## config.mk

```make
export PLATFORM = sky130hd
export DESIGN_NAME = mvt_matrix_store
export DESIGN_NICKNAME = d
export VERILOG_FILES = /design/src/design/mvt_pkg.sv /design/src/design/mvt_matrix_store.sv
export SDC_FILE = /design/constraint.sdc
export NUM_CORES = 1
export LEC_CHECK = 0
export BUFFER_PORTS_ARGS = -buffer_cell sky130_fd_sc_hd__buf_2
export CAP_MARGIN = 25
export CORE_ASPECT_RATIO = 0.6
export CORE_MARGIN = 2
export CORE_UTILIZATION = 48
export CTS_BUF_LIST = sky130_fd_sc_hd__clkbuf_4 sky130_fd_sc_hd__clkbuf_8
export CTS_CLUSTER_DIAMETER = 80
export DETAILED_ROUTE_END_ITERATION = 12
export MAX_ROUTING_LAYER = met4
export PLACE_DENSITY = 0.78
export REMOVE_ABC_BUFFERS = 1
export SLEW_MARGIN = 40
export SYNTH_ARGS = -nofsm -noshare
export SYNTH_HDL_FRONTEND = slang
export SYNTH_SLANG_ARGS = --single-unit
```

## constraint.sdc

```tcl
create_clock -name i_clk -period 4.5 [get_ports i_clk]
set_clock_uncertainty 0.05 [all_clocks]
set_input_delay 0.9 -clock i_clk [delete_from_list [all_inputs] [get_ports i_clk]]
set_output_delay 0.9 -clock i_clk [all_outputs]
set_load 0.005 [all_outputs]
```

## src/design/mvt_pkg.sv

```systemverilog
// Shared types and constants for the 4x4 matrix vector transform block.
package mvt_pkg;

    // Vector and matrix dimension.
    localparam int DIM = 4;

    // Width of one Q-format element.
    localparam int ELEM_W = 32;

    // Width of one 32 x 32 signed product.
    localparam int PROD_W = 2 * ELEM_W;

    // Width of the exact sum of four products.
    localparam int SUM_W = PROD_W + 2;

    // Item kinds carried in the input tuser field.
    localparam logic MODE_LOAD  = 1'b0;
    localparam logic MODE_XFORM = 1'b1;

    // Four elements packed side by side, index 0 in the lowest bits.
    typedef logic [DIM-1:0][ELEM_W-1:0] t_q4;

    // Whole matrix, element row*4+column at index row*4+column.
    typedef logic [DIM*DIM-1:0][ELEM_W-1:0] t_mat;

    // One finished output component.
    typedef struct packed {
        logic [ELEM_W-1:0] value;
        logic              sat;
    } t_col_res;

endpackage

```

## src/design/mvt_matrix_store.sv

```systemverilog
// Matrix element store, reset to the identity and written one element per load item.
module mvt_matrix_store #(
    parameter int FRAC_BITS = 16
) (
    input  logic                 i_clk,
    input  logic                 i_rst_n,
    input  logic                 i_wr_en,
    input  logic [3:0]           i_wr_idx,
    input  logic [31:0]          i_wr_data,
    output mvt_pkg::t_mat        o_mat
);

    logic [mvt_pkg::ELEM_W-1:0] r_mat [mvt_pkg::DIM*mvt_pkg::DIM];

    // Identity on reset; one element replaced per load item.
    always_ff @(posedge i_clk) begin
        if (!i_rst_n) begin
            for (int r = 0; r < mvt_pkg::DIM; r++) begin
                for (int c = 0; c < mvt_pkg::DIM; c++) begin
                    if (r == c) begin
                        r_mat[r*mvt_pkg::DIM + c] <= mvt_pkg::ELEM_W'(1) << FRAC_BITS;
                    end else begin
                        r_mat[r*mvt_pkg::DIM + c] <= '0;
                    end
                end
            end
        end else if (i_wr_en) begin
            r_mat[i_wr_idx] <= i_wr_data;
        end
    end

    // Every element is visible at once to the transform pipeline.
    always_comb begin
        for (int i = 0; i < mvt_pkg::DIM * mvt_pkg::DIM; i++) begin
            o_mat[i] = r_mat[i];
        end
    end

endmodule

```

==> out/metrics.cfg <==
[run_status]
status=completed

[run]
drv_cap=0

[route]
dr_total_vias=13530
drtPass1Iterations=7
drc=0
top_layer_used=met4
postRouteAntennaNets=0
wl_met2_um=29130
wirelength_um=61520
met1_length_um=23300
avgViaCountPerCell=5.857
drt_iter0_markers=1803
wl_per_cell_um=26.63
wl_met3_um=7368

[power_and_ir_drop]
p_per_area_mw_per_mm2=423.6
leakage_nw=8.502
seqPwrFrac=0.558
ir_drop_mv=0.2670
netSwitchingFraction=0.2382
p_int_mw=7.648
p_sw_mw=2.392
power_frac_comb=0.083
p_clk_frac=0.359
power_mw=10.04

[place]
hpwl_um=38280
placed_cell_area_sq_mm=0.02230
place_congestion=0.8429
port_buffers=550

[floorplanning]
start_util=0.4853
die_x_um=260.2
core_area_sq_mm=0.03896
die_h_um=157.7
design.die.area_sq_mm=0.04104
ioPinCount=551
core.rowCount=56

[setup_path]
cpMostUsedCell=buf_4
end_kind=flip-flop
cp_cell_sequence=buf_4 -> nand4b_4 -> buf_4 -> buf_4 -> nor3_1
arrival_ns=3.03
critical_path_required_ns=4.77
cp_slowest_stage_delay_ns=0.68
start_kind=input pin
cp_max_fo=70
path_class=in -> reg
slowest_stage=buf_4

[cts]
clkSinkCount=512
clockBufferDepth=3
htree_levels=3
post-cts-setup-buffer-count=0
cts_resized=0
cts-root-buf=clkbuf_8
cts_tree=yes
clkTransAtPathRegs_ns=0.07
cts_buffers=73
hold_buffers=0

[finish]
finish.utilization=0.6085
top_register=r_mat
largest_reg_flops=512
drive_above_1_share=0.4025
fill_cells=2956
syn_to_final_growth_pct=25.37
design_area_sq_mm=0.02370
nNetsFinal=1779
reg.largest.list=r_mat: 512 flops

[global_route]
grt_overflow=0
grt_pass1_wl_um=85880
antenna_found_initial=6
grt_pass1_vias=12960
grt.total_usage=0.2999
grt_max_degree=129

[sta]
max_slew.worst_pin.slew_ns=0.8457
slew_headroom=0.4362
hold_slack_ns=0.5927
finalCritPeriodShare=0.6137
finalCriticalPeriod_ns=2.761
drv_slew=0
grt_setup_unrepaired=no
setup_viol=0
hold_viol_final=0
fmax_ghz=0.3621

[logic_synthesis]
yosysWarnings=0
syn_area_per_cell_sq_um=15.37
syn_area_sq_mm=0.01891
ys_types=18
synthCells=1230
synth-seq-area-share=0.8132
ys_ff_latch=512

[hold_path]
min_path_type=in -> reg

==> cell families after synthesis <==
kind of cell,Yosys count,share of synthesized area
compound gates,16,0.004235
buf+inv,182,0.04202
simple gates,520,0.1406
flops,512,0.8132
==> final cells by class <==
type | instances | area (sq um) | share of cell area
antenna | 4 | 10.01 | 0.0004223
multi-input combinational | 536 | 2977 | 0.1256
tap | 522 | 653.1 | 0.02755
timing repair buffer | 585 | 3197 | 0.1349
clock inverter | 21 | 180.2 | 0.007601
inverter | 32 | 120.1 | 0.005067
clock buffer | 98 | 1192 | 0.05030
sequential | 512 | 15370 | 0.6486
==> per-stage QoR <==
step | setup TNS (ns) | instances | setup slack (ns)
5_1_grt | 0 | 2308 | 1.693
3_5_place_dp | 0 | 2186 | 1.158
6_report | 0 | 2310 | 1.739
4_1_cts | 0 | 2305 | 1.815
2_1_floorplan | -1055.02 | 1080 | -3.193
3_3_place_gp | 0 | 2186 | 0.9417
==> critical path: cells and delay by family <==
kind                   cells  cell delay, ns
buffers and inverters      3            1.59
AND/OR/NAND/NOR            2            0.42
==> cell usage after synthesis <==
| cell | instances | area share |
|---|---|---|
| buf_1 | 2 | 0.00040 |
| buf_2 | 62 | 0.016 |
| buf_4 | 1 | 0.00040 |
| buf_6 | 4 | 0.0024 |
| clkbuf_1 | 81 | 0.016 |
| edfxtp_1 | 512 | 0.81 |
| inv_1 | 32 | 0.0064 |
| nand2_1 | 1 | 0.00020 |
| nand2b_1 | 2 | 0.00066 |
| nand4_2 | 1 | 0.00066 |
| nand4b_2 | 1 | 0.00079 |
| nand4b_4 | 1 | 0.0013 |
| nand4bb_1 | 1 | 0.00060 |
| nor3_1 | 507 | 0.13 |
| nor3_2 | 1 | 0.00053 |
| o21ai_0 | 16 | 0.0042 |
| or2_1 | 1 | 0.00033 |
| or3_1 | 4 | 0.0013 |
==> power groups by stage <==
stage / Sequential (mW) / Clock (mW) / Combinational (mW)
after floorplan: 5.74 / 0 / 0.211
after global placement: 5.69 / 0 / 0.818
after detailed placement: 5.70 / 0 / 0.832
after CTS: 5.60 / 3.63 / 0.835
after global routing: 5.62 / 3.80 / 0.878
final: 5.60 / 3.61 / 0.836
==> placed cells by master (no fill, tap or decap), types with 2 or more instances in the layout <==
cell,instances
buf_12,14
buf_2,549
buf_4,21
bufinv_16,3
clkbuf_4,25
clkbuf_8,73
clkinv_1,11
clkinv_2,2
clkinvlp_4,4
diode_2,4
edfxtp_1,512
inv_1,32
nand2b_4,2
nand4b_4,2
nor3_1,507
o21ai_4,16
or3_1,4
==> metal layers <==
| layer | vias up | GRT usage |
|---|---|---|
| met1 | 6699 | 0.3951 |
| met5 | - | - |
| met2 | 1028 | 0.4645 |
| li1 | 5675 | - |
| met4 | 0 | 0.08626 |
| met3 | 128 | 0.07877 |
==> worst paths after layout <==
check / startpoint / end / slack [ns] / cells after the start
setup / recovery: i_rst_n / r_mat[9][27]$_SDFFCE_PN0P_ / 1.74 / 5
hold / removal: i_wr_data[16] / r_mat[15][16]$_SDFFCE_PN1P_ / 0.59 / 2
Note: power is estimated with default switching activity, not from simulation.
